<file path="src/rtl/core/tccu_pkg.sv">
// ----------------------------------------------------------------------------
// tccu_pkg: shared types and constants of the text console cursor block
// Command format passed from the byte decoder to the result sequencer,
// sequencer states, result kinds and register indexes.
// ----------------------------------------------------------------------------
`default_nettype none

package tccu_pkg;

  // Result kinds
  localparam logic [1:0] KIND_SERIAL = 2'd0;
  localparam logic [1:0] KIND_DRAW   = 2'd1;
  localparam logic [1:0] KIND_SCROLL = 2'd2;

  // Configuration register indexes
  localparam int unsigned CFG_IDX_W = 4;
  localparam logic [CFG_IDX_W-1:0] REG_COLUMNS  = 4'd0;
  localparam logic [CFG_IDX_W-1:0] REG_ROWS     = 4'd1;
  localparam logic [CFG_IDX_W-1:0] REG_FG_COLOR = 4'd2;
  localparam logic [CFG_IDX_W-1:0] REG_BG_COLOR = 4'd3;

  // Reset values of the registers
  localparam logic [9:0]  COLUMNS_RESET = 10'd160;
  localparam logic [8:0]  ROWS_RESET    = 9'd50;
  localparam logic [31:0] FG_RESET      = 32'h00FF_FFFF;
  localparam logic [31:0] BG_RESET      = 32'h0000_0000;

  // Byte codes
  localparam logic [7:0] CHAR_CR    = 8'h0D;
  localparam logic [7:0] CHAR_LF    = 8'h0A;
  localparam logic [7:0] CHAR_BS    = 8'h08;
  localparam logic [7:0] CHAR_TAB   = 8'h09;
  localparam logic [7:0] CHAR_SPACE = 8'h20;
  localparam logic [7:0] CHAR_QMARK = 8'h3F;

  // UTF-8 lead byte masks and patterns
  localparam logic [7:0] LEAD2_MASK = 8'hE0;
  localparam logic [7:0] LEAD2_PAT  = 8'hC0;
  localparam logic [7:0] LEAD3_MASK = 8'hF0;
  localparam logic [7:0] LEAD3_PAT  = 8'hE0;
  localparam logic [7:0] LEAD4_MASK = 8'hF8;
  localparam logic [7:0] LEAD4_PAT  = 8'hF0;

  // Command queue depth
  localparam int unsigned Q_DEPTH = 2;

  typedef enum logic [2:0] {
    OP_NONE,
    OP_CR,
    OP_LF,
    OP_BS,
    OP_TAB,
    OP_DRAW
  } op_t;

  typedef struct packed {
    op_t         op;
    logic [7:0]  raw_byte;
    logic [20:0] cp;
  } cmd_t;

  typedef struct packed {
    logic [9:0]  columns;
    logic [8:0]  rows;
    logic [31:0] fg;
    logic [31:0] bg;
  } cfg_t;

  typedef enum logic [2:0] {
    ST_IDLE,
    ST_DRAW,
    ST_SCROLL,
    ST_TAB_SER,
    ST_ERASE
  } state_t;

endpackage

`default_nettype wire

</file>
<file path="src/rtl/core/tccu_front.sv">
// ----------------------------------------------------------------------------
// tccu_front: byte classifier and UTF-8 decoder
// Accepts one byte a cycle while the command queue is not full, tracks the
// multi-byte sequence state and pushes one command per byte into the queue.
// ----------------------------------------------------------------------------
`default_nettype none

module tccu_front (
  input  wire logic             clk,
  input  wire logic             rst,
  input  wire logic             in_valid,
  output logic                  in_stall,
  input  wire logic [7:0]       char_byte,
  input  wire logic             q_full,
  output logic                  push,
  output tccu_pkg::cmd_t        push_cmd
);

  logic [20:0] acc;
  logic [20:0] acc_next;
  logic [1:0]  left;
  logic [1:0]  left_next;
  logic [20:0] acc_shift;

  assign in_stall  = q_full;
  assign push      = in_valid && !q_full;
  assign acc_shift = {acc[14:0], char_byte[5:0]};

  always_comb begin
    acc_next          = acc;
    left_next         = left;
    push_cmd.op       = tccu_pkg::OP_NONE;
    push_cmd.raw_byte = char_byte;
    push_cmd.cp       = 21'(char_byte);
    priority if (char_byte == tccu_pkg::CHAR_CR) begin
      push_cmd.op = tccu_pkg::OP_CR;
    end else if (char_byte == tccu_pkg::CHAR_LF) begin
      push_cmd.op = tccu_pkg::OP_LF;
    end else if (char_byte == tccu_pkg::CHAR_BS) begin
      push_cmd.op = tccu_pkg::OP_BS;
    end else if (char_byte == tccu_pkg::CHAR_TAB) begin
      push_cmd.op = tccu_pkg::OP_TAB;
    end else if (left == 2'd0) begin
      priority if (!char_byte[7]) begin
        push_cmd.op = tccu_pkg::OP_DRAW;
      end else if ((char_byte & tccu_pkg::LEAD2_MASK) == tccu_pkg::LEAD2_PAT) begin
        acc_next  = 21'(char_byte[4:0]);
        left_next = 2'd1;
      end else if ((char_byte & tccu_pkg::LEAD3_MASK) == tccu_pkg::LEAD3_PAT) begin
        acc_next  = 21'(char_byte[3:0]);
        left_next = 2'd2;
      end else if ((char_byte & tccu_pkg::LEAD4_MASK) == tccu_pkg::LEAD4_PAT) begin
        acc_next  = 21'(char_byte[2:0]);
        left_next = 2'd3;
      end else begin
        push_cmd.op = tccu_pkg::OP_DRAW;
        push_cmd.cp = 21'(tccu_pkg::CHAR_QMARK);
      end
    end else begin
      acc_next  = acc_shift;
      left_next = left - 2'd1;
      if (left == 2'd1) begin
        push_cmd.op = tccu_pkg::OP_DRAW;
        push_cmd.cp = acc_shift;
      end
    end
  end

  always_ff @(posedge clk) begin
    if (rst) begin
      acc  <= '0;
      left <= '0;
    end else if (push) begin
      acc  <= acc_next;
      left <= left_next;
    end
  end

endmodule

`default_nettype wire

</file>
<file path="src/rtl/core/tccu_queue.sv">
// ----------------------------------------------------------------------------
// tccu_queue: short command queue
// Register FIFO between the decoder and the result sequencer.
// ----------------------------------------------------------------------------
`default_nettype none

module tccu_queue (
  input  wire logic           clk,
  input  wire logic           rst,
  input  wire logic           push,
  input  wire tccu_pkg::cmd_t push_cmd,
  input  wire logic           pop,
  output tccu_pkg::cmd_t      head,
  output logic                full,
  output logic                empty
);

  localparam int unsigned AW = (tccu_pkg::Q_DEPTH > 1) ? $clog2(tccu_pkg::Q_DEPTH) : 1;
  localparam int unsigned CW = $clog2(tccu_pkg::Q_DEPTH + 1);

  tccu_pkg::cmd_t entries [tccu_pkg::Q_DEPTH];
  logic [AW-1:0]  wr_ptr;
  logic [AW-1:0]  rd_ptr;
  logic [CW-1:0]  count;

  assign full  = (count == CW'(tccu_pkg::Q_DEPTH));
  assign empty = (count == '0);
  assign head  = entries[rd_ptr];

  function automatic logic [AW-1:0] ptr_inc(input logic [AW-1:0] p);
    ptr_inc = (p == AW'(tccu_pkg::Q_DEPTH - 1)) ? '0 : p + AW'(1);
  endfunction

  always_ff @(posedge clk) begin
    if (push) begin
      entries[wr_ptr] <= push_cmd;
    end
  end

  always_ff @(posedge clk) begin
    if (rst) begin
      wr_ptr <= '0;
      rd_ptr <= '0;
      count  <= '0;
    end else begin
      if (push) begin
        wr_ptr <= ptr_inc(wr_ptr);
      end
      if (pop) begin
        rd_ptr <= ptr_inc(rd_ptr);
      end
      if (push && !pop) begin
        count <= count + CW'(1);
      end else if (pop && !push) begin
        count <= count - CW'(1);
      end
    end
  end

endmodule

`default_nettype wire

</file>
<file path="src/rtl/core/tccu_back.sv">
// ----------------------------------------------------------------------------
// tccu_back: result sequencer and cursor
// Pops commands, owns the cursor and emits one result per cycle into the
// output register, unless out_stall holds that register.
// ----------------------------------------------------------------------------
`default_nettype none

module tccu_back #(
  parameter int unsigned TAB_STOP = 4
) (
  input  wire logic           clk,
  input  wire logic           rst,
  input  wire tccu_pkg::cfg_t cfg,
  input  wire logic           q_empty,
  input  wire tccu_pkg::cmd_t head,
  output logic                pop,
  output logic                out_valid,
  input  wire logic           out_stall,
  output logic [1:0]          kind,
  output logic [7:0]          serial_byte,
  output logic [9:0]          column,
  output logic [8:0]          row,
  output logic [20:0]         code_point,
  output logic [31:0]         fg_color,
  output logic [31:0]         bg_color,
  output logic                last
);

  localparam int unsigned MW = $clog2(TAB_STOP);
  localparam int unsigned TW = $clog2(TAB_STOP + 1);

  tccu_pkg::state_t state;
  tccu_pkg::state_t state_next;

  logic [9:0]    col;
  logic [9:0]    col_next;
  logic [8:0]    cur_row;
  logic [8:0]    cur_row_next;
  logic [MW-1:0] col_mod;
  logic [MW-1:0] col_mod_next;
  logic [TW-1:0] tab_left;
  logic [TW-1:0] tab_left_next;
  logic [20:0]   cp_q;
  logic [20:0]   cp_q_next;

  logic          go;
  logic          emit;
  logic [1:0]    e_kind;
  logic [7:0]    e_serial;
  logic [9:0]    e_col;
  logic [8:0]    e_row;
  logic [20:0]   e_cp;
  logic [31:0]   e_fg;
  logic [31:0]   e_bg;
  logic          e_last;

  logic [9:0]    eff_cols;
  logic [8:0]    eff_rows;
  logic [9:0]    row_inc;
  logic [10:0]   col_inc;
  logic          need_scroll;
  logic          wrap;
  logic          more;
  logic [MW-1:0] mod_inc;
  logic [MW-1:0] mod_dec;

  assign go          = !out_valid || !out_stall;
  assign eff_cols    = (cfg.columns < 10'd4) ? 10'd4 : cfg.columns;
  assign eff_rows    = (cfg.rows == 9'd0) ? 9'd1 : cfg.rows;
  assign row_inc     = {1'b0, cur_row} + 10'd1;
  assign col_inc     = {1'b0, col} + 11'd1;
  assign need_scroll = (row_inc >= {1'b0, eff_rows});
  assign wrap        = (col_inc >= {1'b0, eff_cols});
  assign more        = (tab_left > TW'(1));
  assign mod_inc     = (col_mod == MW'(TAB_STOP - 1)) ? '0 : col_mod + MW'(1);
  assign mod_dec     = (col_mod == '0) ? MW'(TAB_STOP - 1) : col_mod - MW'(1);

  // Next state
  always_comb begin
    state_next = state;
    unique case (state)
      tccu_pkg::ST_IDLE: begin
        if (go && !q_empty) begin
          unique case (head.op)
            tccu_pkg::OP_LF:   state_next = need_scroll ? tccu_pkg::ST_SCROLL
                                                        : tccu_pkg::ST_IDLE;
            tccu_pkg::OP_BS:   state_next = (col != 10'd0) ? tccu_pkg::ST_ERASE
                                                           : tccu_pkg::ST_IDLE;
            tccu_pkg::OP_TAB:  state_next = tccu_pkg::ST_TAB_SER;
            tccu_pkg::OP_DRAW: state_next = tccu_pkg::ST_DRAW;
            default:           state_next = tccu_pkg::ST_IDLE;
          endcase
        end
      end
      tccu_pkg::ST_DRAW: begin
        if (go) begin
          if (wrap && need_scroll) begin
            state_next = tccu_pkg::ST_SCROLL;
          end else if (more) begin
            state_next = tccu_pkg::ST_TAB_SER;
          end else begin
            state_next = tccu_pkg::ST_IDLE;
          end
        end
      end
      tccu_pkg::ST_SCROLL: begin
        if (go) begin
          state_next = (tab_left != '0) ? tccu_pkg::ST_TAB_SER : tccu_pkg::ST_IDLE;
        end
      end
      tccu_pkg::ST_TAB_SER: begin
        if (go) begin
          state_next = tccu_pkg::ST_DRAW;
        end
      end
      tccu_pkg::ST_ERASE: begin
        if (go) begin
          state_next = tccu_pkg::ST_IDLE;
        end
      end
      default: state_next = tccu_pkg::ST_IDLE;
    endcase
  end

  // Emitted result and cursor updates
  always_comb begin
    pop           = 1'b0;
    emit          = 1'b0;
    e_kind        = tccu_pkg::KIND_SERIAL;
    e_serial      = '0;
    e_col         = '0;
    e_row         = '0;
    e_cp          = '0;
    e_fg          = '0;
    e_bg          = '0;
    e_last        = 1'b0;
    col_next      = col;
    cur_row_next  = cur_row;
    col_mod_next  = col_mod;
    tab_left_next = tab_left;
    cp_q_next     = cp_q;
    unique case (state)
      tccu_pkg::ST_IDLE: begin
        if (go && !q_empty) begin
          pop       = 1'b1;
          emit      = 1'b1;
          e_serial  = head.raw_byte;
          cp_q_next = head.cp;
          unique case (head.op)
            tccu_pkg::OP_CR: begin
              col_next     = '0;
              col_mod_next = '0;
              e_last       = 1'b1;
            end
            tccu_pkg::OP_LF: begin
              if (!need_scroll) begin
                col_next     = '0;
                col_mod_next = '0;
                cur_row_next = row_inc[8:0];
                e_last       = 1'b1;
              end
            end
            tccu_pkg::OP_BS: begin
              e_last = (col == 10'd0);
            end
            tccu_pkg::OP_TAB: begin
              tab_left_next = TW'(TAB_STOP) - TW'(col_mod);
              cp_q_next     = 21'(tccu_pkg::CHAR_SPACE);
            end
            tccu_pkg::OP_DRAW: begin
              e_last = 1'b0;
            end
            default: e_last = 1'b1;
          endcase
        end
      end
      tccu_pkg::ST_DRAW: begin
        if (go) begin
          emit   = 1'b1;
          e_kind = tccu_pkg::KIND_DRAW;
          e_col  = col;
          e_row  = cur_row;
          e_cp   = cp_q;
          e_fg   = cfg.fg;
          e_bg   = cfg.bg;
          e_last = !(wrap && need_scroll) && !more;
          if (tab_left != '0) begin
            tab_left_next = tab_left - TW'(1);
          end
          if (wrap) begin
            col_next     = '0;
            col_mod_next = '0;
            if (!need_scroll) begin
              cur_row_next = row_inc[8:0];
            end
          end else begin
            col_next     = col_inc[9:0];
            col_mod_next = mod_inc;
          end
        end
      end
      tccu_pkg::ST_SCROLL: begin
        if (go) begin
          emit         = 1'b1;
          e_kind       = tccu_pkg::KIND_SCROLL;
          e_bg         = cfg.bg;
          e_last       = (tab_left == '0);
          col_next     = '0;
          col_mod_next = '0;
          cur_row_next = eff_rows - 9'd1;
        end
      end
      tccu_pkg::ST_TAB_SER: begin
        if (go) begin
          emit     = 1'b1;
          e_serial = tccu_pkg::CHAR_SPACE;
        end
      end
      tccu_pkg::ST_ERASE: begin
        if (go) begin
          emit         = 1'b1;
          e_kind       = tccu_pkg::KIND_DRAW;
          e_col        = col - 10'd1;
          e_row        = cur_row;
          e_cp         = 21'(tccu_pkg::CHAR_SPACE);
          e_fg         = cfg.fg;
          e_bg         = cfg.bg;
          e_last       = 1'b1;
          col_next     = col - 10'd1;
          col_mod_next = mod_dec;
        end
      end
      default: emit = 1'b0;
    endcase
  end

  always_ff @(posedge clk) begin
    if (rst) begin
      state     <= tccu_pkg::ST_IDLE;
      col       <= '0;
      cur_row   <= '0;
      col_mod   <= '0;
      tab_left  <= '0;
      out_valid <= 1'b0;
    end else begin
      state    <= state_next;
      col      <= col_next;
      cur_row  <= cur_row_next;
      col_mod  <= col_mod_next;
      tab_left <= tab_left_next;
      if (emit) begin
        out_valid <= 1'b1;
      end else if (!out_stall) begin
        out_valid <= 1'b0;
      end
    end
  end

  always_ff @(posedge clk) begin
    cp_q <= cp_q_next;
    if (emit) begin
      kind        <= e_kind;
      serial_byte <= e_serial;
      column      <= e_col;
      row         <= e_row;
      code_point  <= e_cp;
      fg_color    <= e_fg;
      bg_color    <= e_bg;
      last        <= e_last;
    end
  end

endmodule

`default_nettype wire

</file>
<file path="src/rtl/core/text_console_cursor_utf8_top.sv">
// ----------------------------------------------------------------------------
// text_console_cursor_utf8_top: text console cursor with UTF-8 decoding
// Turns a byte stream into serial mirror, glyph draw and scroll requests.
// ----------------------------------------------------------------------------
//
//  Channel  Direction  Handshake            Payload
//  -------  ---------  -------------------  ---------------------------------
//  in       sink       in_valid / in_stall  char_byte
//  out      source     out_valid/out_stall  kind, serial_byte, column, row,
//                                           code_point, fg_color, bg_color,
//                                           last
//  cfg      sink       cfg_valid/cfg_ready  cfg_index, cfg_data
//
//  Cycles: the decoder takes a byte per cycle into a two-entry command queue
//  while it has room; the sequencer emits one request per cycle unless the
//  output is stalled, and a byte yields 1 to 10 requests (typically 2).
//  Reset: synchronous, active high; clears cursor, decoder and queue and
//  loads the register defaults (160 columns, 50 rows, white on black).
//  Stalls: out_stall holds the output register; the sequencer waits, the
//  queue fills, and in_stall rises once the queue is full.
//  Configuration writes are always ready and take effect on the next cycle.
// ----------------------------------------------------------------------------
`default_nettype none

module text_console_cursor_utf8_top #(
  parameter int unsigned TAB_STOP = 4
) (
  input  wire logic                               clk,
  input  wire logic                               rst,
  // byte input
  input  wire logic                               in_valid,
  output logic                                    in_stall,
  input  wire logic [7:0]                         char_byte,
  // request output
  output logic                                    out_valid,
  input  wire logic                               out_stall,
  output logic [1:0]                              kind,
  output logic [7:0]                              serial_byte,
  output logic [9:0]                              column,
  output logic [8:0]                              row,
  output logic [20:0]                             code_point,
  output logic [31:0]                             fg_color,
  output logic [31:0]                             bg_color,
  output logic                                    last,
  // register writes
  input  wire logic                               cfg_valid,
  output logic                                    cfg_ready,
  input  wire logic [tccu_pkg::CFG_IDX_W-1:0]     cfg_index,
  input  wire logic [31:0]                        cfg_data
);

  tccu_pkg::cfg_t cfg;
  tccu_pkg::cmd_t push_cmd;
  tccu_pkg::cmd_t head;
  logic           push;
  logic           pop;
  logic           q_full;
  logic           q_empty;

  // Register file: always ready, unknown indexes drop the write.
  assign cfg_ready = 1'b1;

  always_ff @(posedge clk) begin
    if (rst) begin
      cfg.columns <= tccu_pkg::COLUMNS_RESET;
      cfg.rows    <= tccu_pkg::ROWS_RESET;
      cfg.fg      <= tccu_pkg::FG_RESET;
      cfg.bg      <= tccu_pkg::BG_RESET;
    end else if (cfg_valid && cfg_ready) begin
      unique case (cfg_index)
        tccu_pkg::REG_COLUMNS:  cfg.columns <= cfg_data[9:0];
        tccu_pkg::REG_ROWS:     cfg.rows    <= cfg_data[8:0];
        tccu_pkg::REG_FG_COLOR: cfg.fg      <= cfg_data;
        tccu_pkg::REG_BG_COLOR: cfg.bg      <= cfg_data;
        default: cfg.fg <= cfg.fg;
      endcase
    end
  end

  // Front: classify each byte and advance the UTF-8 decoder.
  tccu_front u_front (
    .clk       (clk),
    .rst       (rst),
    .in_valid  (in_valid),
    .in_stall  (in_stall),
    .char_byte (char_byte),
    .q_full    (q_full),
    .push      (push),
    .push_cmd  (push_cmd)
  );

  // Queue: decouple decoding from request emission.
  tccu_queue u_queue (
    .clk      (clk),
    .rst      (rst),
    .push     (push),
    .push_cmd (push_cmd),
    .pop      (pop),
    .head     (head),
    .full     (q_full),
    .empty    (q_empty)
  );

  // Back: move the cursor and emit requests one per cycle unless the output stalls.
  tccu_back #(
    .TAB_STOP (TAB_STOP)
  ) u_back (
    .clk         (clk),
    .rst         (rst),
    .cfg         (cfg),
    .q_empty     (q_empty),
    .head        (head),
    .pop         (pop),
    .out_valid   (out_valid),
    .out_stall   (out_stall),
    .kind        (kind),
    .serial_byte (serial_byte),
    .column      (column),
    .row         (row),
    .code_point  (code_point),
    .fg_color    (fg_color),
    .bg_color    (bg_color),
    .last        (last)
  );

`ifndef NO_ASSERTIONS
  // Only draws carry a foreground color.
  a_fg_draw_only: assert property (@(posedge clk) disable iff (rst)
    out_valid && kind != tccu_pkg::KIND_DRAW |-> fg_color == 32'd0)
    else $error("foreground color on a non-draw request");

  // Serial mirrors carry no cell, glyph or color.
  a_serial_clean: assert property (@(posedge clk) disable iff (rst)
    out_valid && kind == tccu_pkg::KIND_SERIAL |->
      column == 10'd0 && row == 9'd0 && code_point == 21'd0 && bg_color == 32'd0)
    else $error("serial request carries draw fields");

  // The queue is never both full and empty.
  a_queue_sane: assert property (@(posedge clk) disable iff (rst)
    !(q_full && q_empty))
    else $error("queue full and empty at once");

  // An accepted byte leaves a command waiting in the queue.
  a_push_lands: assert property (@(posedge clk) disable iff (rst)
    in_valid && !in_stall |=> !q_empty)
    else $error("accepted byte lost before the sequencer");
`endif

endmodule

`default_nettype wire
</file>
<file path="config.mk">
export PLATFORM = sky130hd
export DESIGN_NAME = text_console_cursor_utf8_top
export DESIGN_NICKNAME = d
export VERILOG_FILES = /design/src/rtl/core/tccu_pkg.sv /design/src/rtl/core/tccu_front.sv /design/src/rtl/core/tccu_queue.sv /design/src/rtl/core/tccu_back.sv /design/src/rtl/core/text_console_cursor_utf8_top.sv
export SDC_FILE = /design/constraint.sdc
export NUM_CORES = 1
export LEC_CHECK = 0
export BUFFER_PORTS_ARGS = -buffer_cell sky130_fd_sc_hd__buf_2
export CAP_MARGIN = 20
export CORE_UTILIZATION = 51
export DETAILED_ROUTE_END_ITERATION = 8
export PLACE_DENSITY = 0.74
export SETUP_SLACK_MARGIN = 0.1
export SYNTH_ARGS = -nofsm -noshare
export SYNTH_HDL_FRONTEND = slang
export SYNTH_SLANG_ARGS = --single-unit
</file>
<file path="constraint.sdc">
create_clock -name clk -period 6.1 [get_ports clk]
set_input_delay 1.22 -clock clk [delete_from_list [all_inputs] [get_ports clk]]
set_output_delay 1.22 -clock clk [all_outputs]
set_load 0.1 [all_outputs]
</file>
# Word level (Yosys, flattened, before mapping)
# Memory sizes are Yosys's and may differ from the RTL's. A register that Yosys moved wholly into a read port is not among the register bits.
# Cells that the tools add are included.
# totals
out_inout_bits	118
reg_bits	268
input_bits	49
n_memories	1
word_cells	233
ramBits	64
# op_classes
n_lt_le_gt_ge	4
reduce_logical	45
bitwise_logic	4
add_sub_neg	13
n_eq_ne	36
muxes	106
# mem_list
name	words	word_bits	rd	rd_ports_with_merged_regs	write_ports	line_no	text
u_queue.entries	2	32	1	1	1	tccu_queue.sv:21	tccu_pkg::cmd_t entries [tccu_pkg::Q_DEPTH];
# op_table
cell	n
$mux 21	10
$mux 10	9
$mux 15	5
$mux 3	21
$mux 9	7
$pmux 21 s2	1
$pmux 10 s2	2
$pmux 10 s4	1
$mux 2	19
$eq 8x4->1 const B	4
$pmux 9 s3	1
$mux 1	16
$mux 8	2
$ne 2x1->1 const B	8
$pmux 8 s2	1
$pmux 3 s5	1
$reduce_and 2->1	7
$reduce_and 7->1	2
$eq 3x2->1 const B	4
$eq 3x3->1 const B	4
$mux 6	2
$pmux 3 s4	1
$add 10x1->11 const B	1
$ge 11x10->1	1
45 further kinds	78

# Longest topological paths before layout
# Gate-level depths: netlist (run 1).
# depth
word_depth	10
mapped_depth	13
mapped_depth_nobuf	12

# Hierarchy
# Synthesis (run 1) repeated with hierarchy kept, for this count alone.
# hier_totals
hier_cells	1287
hier_area_um2	15234.6
# modules_own_cells
mod	instances	cells_per_inst	area_each_um2	seq_area_each_um2
tccu_back	1	703	8159.1	4644.5
text_console_cursor_utf8_top	1	339	3490.8	1661.6
tccu_queue	1	122	2517.4	2021.9
tccu_front	1	123	1067.3	340.3

# Worst setup path before layout (run 1)
# OpenSTA, ideal clock, no wires.
# synth_timing
path_kind	input -> register
startpoint	input out_stall
endpoint	register u_back.bg_color[0] (enable)
stages	5
setup_ps	1316
arrival_ps	4622
slack_ps	163
path_buffers	2
required_ps	4784
cell_sequence	and2_1 > clkbuf_1 > or3_1 > clkbuf_1 > nand3_1
# synth_between
elab_chain_cells	5
word_cells_on_any_way	6
classes_between	3 x mux; 3 x reduce/logical
# synth_rtl
element	line_no	text
start: declaration	text_console_cursor_utf8_top.sv:36	input wire logic out_stall,
$logic_not 1->1 *	tccu_back.sv:67	assign go = !out_valid || !out_stall;
$logic_or 1x1->1 *	tccu_back.sv:67	
$logic_and 1x1->1	tccu_back.sv:144	if (go && !q_empty) begin
$mux 1	tccu_back.sv:144	
$pmux 1 s2 *	tccu_back.sv:142	unique case (state)
via u_back.emit	tccu_back.sv:47	logic emit;
end signal: assignment	tccu_back.sv:268	bg_color <= e_bg;
end: declaration	tccu_back.sv:25	output logic [31:0] bg_color,
# The timed path passes the listed nets; every way through them passes the cells marked *.
# A chain may end at the register's enable or synchronous reset.

# Final worst setup path (run 1)
# layout_timing
startpoint	register u_back.col[0]
endpoint	register u_back.cur_row[3]
# layout_between
elab_chain_cells	4
# layout_rtl
element	line_no	text
start: declaration	tccu_back.sv:35	logic [9:0] col;
start signal: assignment	tccu_back.sv:247	col <= col_next;
$add 10x1->11	tccu_back.sv:71	assign col_inc = {1'b0, col} + 11'd1;
$ge 11x10->1	tccu_back.sv:73	assign wrap = (col_inc >= {1'b0, eff_cols});
$ne 2x1->1 (no source line)	--	
$reduce_and 6->1 (no source line)	--	
end signal: assignment	tccu_back.sv:248	cur_row <= cur_row_next;
end: declaration	tccu_back.sv:37	logic [8:0] cur_row;
# No other way between the ends.

==> flow_metrics.tcl, run 1 <==
set metrics [dict create \
    slowest_stage "dfxtp_1" \
    skew_ns 0.0148 \
    cts_buffer_depth 3 \
    path_max_fanout 10 \
    cts_sinks 333 \
    io_buffers 165 \
    clkSlewWorstSetupHoldPaths_ns 0.06 \
    synthCells 1311 \
    grt_overflow_total 0 \
    drtAntennaViolNets 0 \
    postCtsResizedCells 0 \
    synth-edff-count 200 \
    grt_first_pass_wirelength_um 50300 \
    status "complete, no violations" \
    finalCriticalPeriod_ns 3.90 \
    clk_latency_ns 0.52 \
    syn_nets 1390 \
    yosys-top-cells-area "edfxtp_1, dfxtp_1, nand2_1" \
    wl_per_cell_um 17.1 \
    hold_viol_final 0 \
    synth.most_common_cell "nand2_1" \
    maxSlewViolCount 0 \
    ys_types 73 \
    ctsHoldBuffers 0 \
    cpPeakStageDelay_ns 0.53 \
    min_period_over_period 0.640 \
    synthArstFlopShare 0 \
    drc 0 \
    die_h_um 169 \
    cts_made_buffers 35 \
    path_cells "ha_1 -> nand3_1 -> nor2_1 -> nand3_1 -> xnor2_1 -> ha_1 -> a22o_1 -> nor4_1 -> o221ai_1 -> a21o_1 -> o211ai_1 -> mux2_1" \
    dpl_cell_area_um2 15400 \
    crit_required_ns 6.49 \
    syn_area_um2 14300 \
    vias_per_cell 5.43 \
    synth_top_area_share 0.420 \
    cts-root-buf "clkbuf_16" \
    syn_avg_cell_area_um2 10.9 \
    synth_seq_area_share 0.606 \
    max_freq_ghz 0.256 \
    h-tree-depth 2 \
    grt_pass1_vias 9645 \
    routed_wl_um 31700 \
    yosysWarnings 0 \
    rows 60 \
    pre_cts_ws_ns 2.20 \
    final_area_um2 16500 \
    postSynth.topFlopCell "edfxtp_1" \
    grt.total_usage 0.221 \
    final_nets 1528 \
    start_kind "flop" \
    start_util 0.525 \
    die_area_um2 28700 \
    coreArea_um2 27300 \
    synth_largest_area_cell "edfxtp_1" \
    synth_common_cells "nand2_1, edfxtp_1, dfxtp_1, nor2_1, and2_1" \
    place_congestion 0.897 \
    cts_post_setup_buffers_inserted 0 \
    drive_gt1_frac 0.171 \
    tightest_slew_ns 1.06 \
    cts_tree "done" \
    finalSetupViolCount 0 \
    setup_tns_ns 0 \
    antenna_found_initial 2 \
    vias 10000 \
    floorplan.io_pins 167 \
    critPathArrivalTime_ns 4.29 \
    path_class "flop to flop" \
    setup_ws_ns 2.20 \
    rsz0062_at_grt "false" \
    drv_cap 0 \
    dr.pass1.iters 7 \
    syn2layout_area_growth_pct 15.3 \
    hpwl_um 21400 \
    grt_max_degree 68 \
    drtIter0Drc 698 \
    ys_ff_latch 333 \
    slew_headroom 0.290 \
    dieWidth_um 169 \
    holdCritPathClass "flop to flop" \
    crit_path_end_kind "flop" \
]
==> final cells by class <==
cell class / count / area (um2)
Sequential cell: 333 / 8670
Tap cell: 372 / 465
Antenna cell: 2 / 5.00
Clock buffer: 57 / 1020
Multi-Input combinational cell: 868 / 5220
Timing Repair Buffer: 177 / 918
Inverter: 34 / 128
Fill cell: 2166 / 10800
Clock inverter: 7 / 57.6
==> state kept, by name (all words and copies together), names as in the netlist, 10 cells and up, named ones only <==
signal	count
u_back.cp_q	21
u_back.code_point	21
u_back.fg_color	32
u_back.column	10
cfg	83
u_queue.entries	64
u_back.col	10
u_front.acc	15
u_back.bg_color	32
==> layout by cell type (no fill, tap or decap), types with 26 or more instances in the layout <==
master and instances:
nand2_1 202, dfxtp_1 132, nand3b_1 26, inv_1 33, nor2_1 99, a21oi_1 90, mux2i_1 44, ha_1 30
buf_2 164, clkbuf_16 37, and2_1 91, edfxtp_1 200
==> path summary, 6_finish.rpt <==
path | cells past startpoint | startpoint | slack (ns) | endpoint
worst max-delay path | 12 | u_back.col[0] | 2.20 | u_back.cur_row[3]
worst min-delay path | 2 | cfg[19] | 0.45 | cfg[19]
worst max register to register | 12 | u_back.col[0] | 2.20 | u_back.cur_row[3]
worst min register to register | 2 | cfg[19] | 0.45 | cfg[19]
==> cells by family (layout without fill, tap and decap cells) <==
kind of cell	Yosys count	in the layout	synth area share
AOI/OAI and AO/OA	203	203	0.0928
xor gates and xnor gates	32	32	0.0196
adders and majority gates	30	30	0.0263
buffers and inverters	110	275	0.0304
DFF	333	333	0.606
muxes	47	47	0.0332
other	1	3	0.000262
and+or+nand+nor	555	555	0.191
==> worst max-delay path, delay by kind of cell (launching register included) <==
kind	cells	cell delay, ns
adder cells (fa/ha/maj)	2	0.54
AND/OR/NAND/NOR	4	0.91
XOR/XNOR	1	0.20
multiplexers	1	0.39
AO/OA/AOI/OAI	4	1.21
flip-flops	1	0.53
==> metrics by stage <==
| step | hold WS (ns) | cells | utilization |
|---|---|---|---|
| after floorplan | 0.432 | 1311 | - |
| after global placement | 0.438 | 1784 | 0.565 |
| after detailed placement | 0.443 | 1784 | 0.565 |
| after CTS | 0.452 | 1848 | 0.605 |
| after global routing | 0.464 | 1850 | 0.605 |
| final | 0.449 | 1850 | 0.605 |
==> routing by layer <==
metal  share of wire  vias up  wire length (um)  track usage
met5               0        -                 0            0
met4           0.034        0              1080       0.0928
met3           0.045       65              1430       0.0329
met2            0.49      263             15400        0.363
met1            0.43     4830             13800        0.293
li1                -     4888                 -            -
Power of run 1 is not shown: default switching activity piles up to over one toggle a cycle in this logic, so the estimate is an artifact.
==> run 2: changes to the inputs <==
Clock period 6.1 ns to 3.3 ns, I/O delays scaled along.
==> run 2 against run 1 <==
Via count increased by 0.47%. Fmax grew 31%. Highest routed layer unchanged. Register-to-register slack worse by 1.9 ns. Cell count is 1.3% higher. Sequential cell count stayed put. Clock-buffer cell count shrank 10. Die area is the same. Setup slack got worse by 1.9 ns. Clock skew down 0.0017 ns. Hold slack got worse by 0.088 ns.
==> flow_metrics.tcl, run 2 (synthesized netlist as in run 1, its figures left out) <==
set metrics [dict create \
    slowest_stage "a2111oi_2" \
    cts-root-buf "clkbuf_16" \
    rsz0062_at_grt "false" \
    grt_pass1_vias 9514 \
    finalCriticalPeriod_ns 2.99 \
    cts_made_buffers 35 \
    floorplan.io_pins 167 \
    worstPathBufferInverterCount 1 \
    min-delay-start "cfg_data[13]" \
    crit_family "compound AO/OA/AOI/OAI gates" \
    reg_top3 "cfg x83, u_queue.entries x64" \
    hold_end "cfg[45]" \
    max_freq_ghz 0.335 \
    drv_cap 0 \
    start_kind "flop" \
    largest_reg_flops 83 \
    vias 10100 \
    vias_per_cell 5.39 \
    final_core_util 0.616 \
    drive_gt1_frac 0.191 \
    r2r_cells 11 \
    grt.total_usage 0.221 \
    grt_max_degree 69 \
    setup_ws_ns 0.314 \
    critPathArrivalTime_ns 3.39 \
    die_area_um2 28700 \
    tightest_slew_ns 0.903 \
    coreArea_um2 27300 \
    crit_required_ns 3.70 \
    syn2layout_area_growth_pct 17.4 \
    drtIter0Drc 1003 \
    place_congestion 0.909 \
    min_period_over_period 0.905 \
    drtAntennaViolNets 0 \
    final_nets 1552 \
    status "complete, no violations" \
    hold_viol_final 0 \
    pre_cts_ws_ns 0.243 \
    drc 0 \
    cts_sinks 333 \
    clk_latency_ns 0.52 \
    clkSlewWorstSetupHoldPaths_ns 0.06 \
    cts_tree "done" \
    holdCritPathClass "primary input to flop" \
    dieWidth_um 169 \
    whs_ns 0.360 \
    h-tree-depth 2 \
    grt_overflow_total 0 \
    dr.pass1.iters 5 \
    maxSlewViolCount 0 \
    path_max_fanout 7 \
    reg2reg_setup_slack_ns 0.31 \
    cts_post_setup_buffers_inserted 0 \
    start_util 0.525 \
    cts_buffer_depth 3 \
    finalSetupViolCount 0 \
    crit_path_end_kind "flop" \
    rows 60 \
    max_flop_register "cfg" \
    final_cell_mix "nand2_1, edfxtp_1, buf_2, dfxtp_1, nor2_1" \
    routed_wl_um 31800 \
    setup_tns_ns 0 \
    holdPathStages 3 \
    grt_first_pass_wirelength_um 50300 \
    cpPeakStageDelay_ns 0.43 \
    hpwl_um 21700 \
    final_common_cell "nand2_1" \
    r2r-start "u_back.cur_row[2]" \
    io_buffers 165 \
    slew_headroom 0.397 \
    wl_per_cell_um 17.0 \
    path_cells "and4_1 -> nand3_1 -> xnor2_1 -> ha_1 -> a21o_1 -> a21oi_1 -> nand2_1 -> a2111oi_2 -> o211ai_1 -> buf_4 -> mux2i_1" \
    skew_ns 0.0131 \
    die_h_um 169 \
    antenna_found_initial 2 \
    path_class "flop to flop" \
    regToRegEndpoint "u_back.cur_row[7]" \
]
run 2: area by class of cell:
type	count	area (um2)
flip-flops and latches	333	8670
diodes	2	5.00
repair buffers	201	1160
clock inverters	17	144
clock buffers	47	962
multi-input cells	868	5240
well taps	372	465
fillers	2201	10500
inverters	34	128
run 2: metrics by stage:
step                      cells  instance area (um2)
final                      1874                16800
after global routing       1874                16800
after CTS                  1872                16800
after detailed placement   1808                15700
after global placement     1808                15700
after floorplan            1311                14300
run 2: worst reg2reg max path, stage by stage (launching register included):
cell,delay [ns]
dfxtp_1,0.42
and4_1,0.28
nand3_1,0.11
xnor2_1,0.24
ha_1,0.28
a21o_1,0.18
a21oi_1,0.25
nand2_1,0.13
a2111oi_2,0.43
o211ai_1,0.19
buf_4,0.23
mux2i_1,0.13
run 2: repair_timing:
action	CTS	global route
gates resized for setup	0	4
setup endpoints to repair	0	14
hold buffers	0	0
run 2: worst max-delay path by stage:
| stage | startpoint | end | slack (ns) | cells after the start |
|---|---|---|---|---|
| 2_1_floorplan | u_back.out_valid | u_back.bg_color[0] | 0.21 | 5 |
| 3_3_place_gp | u_back.cur_row[2] | u_back.cur_row[7] | 0.37 | 11 |
| 3_5_place_dp | u_back.cur_row[2] | u_back.cur_row[7] | 0.24 | 11 |
| 4_1_cts | u_back.cur_row[2] | u_back.cur_row[7] | 0.22 | 11 |
| 5_1_grt | u_back.cur_row[2] | u_back.cur_row[7] | 0.10 | 11 |
| 6_report | u_back.cur_row[2] | u_back.cur_row[7] | 0.31 | 11 |
run 2: metal layers:
| metal | wire length (um) | GRT usage | up-vias |
|---|---|---|---|
| li1 | - | - | 4932 |
| met1 | 13800 | 0.300 | 4798 |
| met2 | 15300 | 0.360 | 312 |
| met3 | 1940 | 0.0413 | 51 |
| met4 | 697 | 0.0685 | 0 |
| met5 | 0 | 0 | - |
Power of run 2 is left out for the same reason.
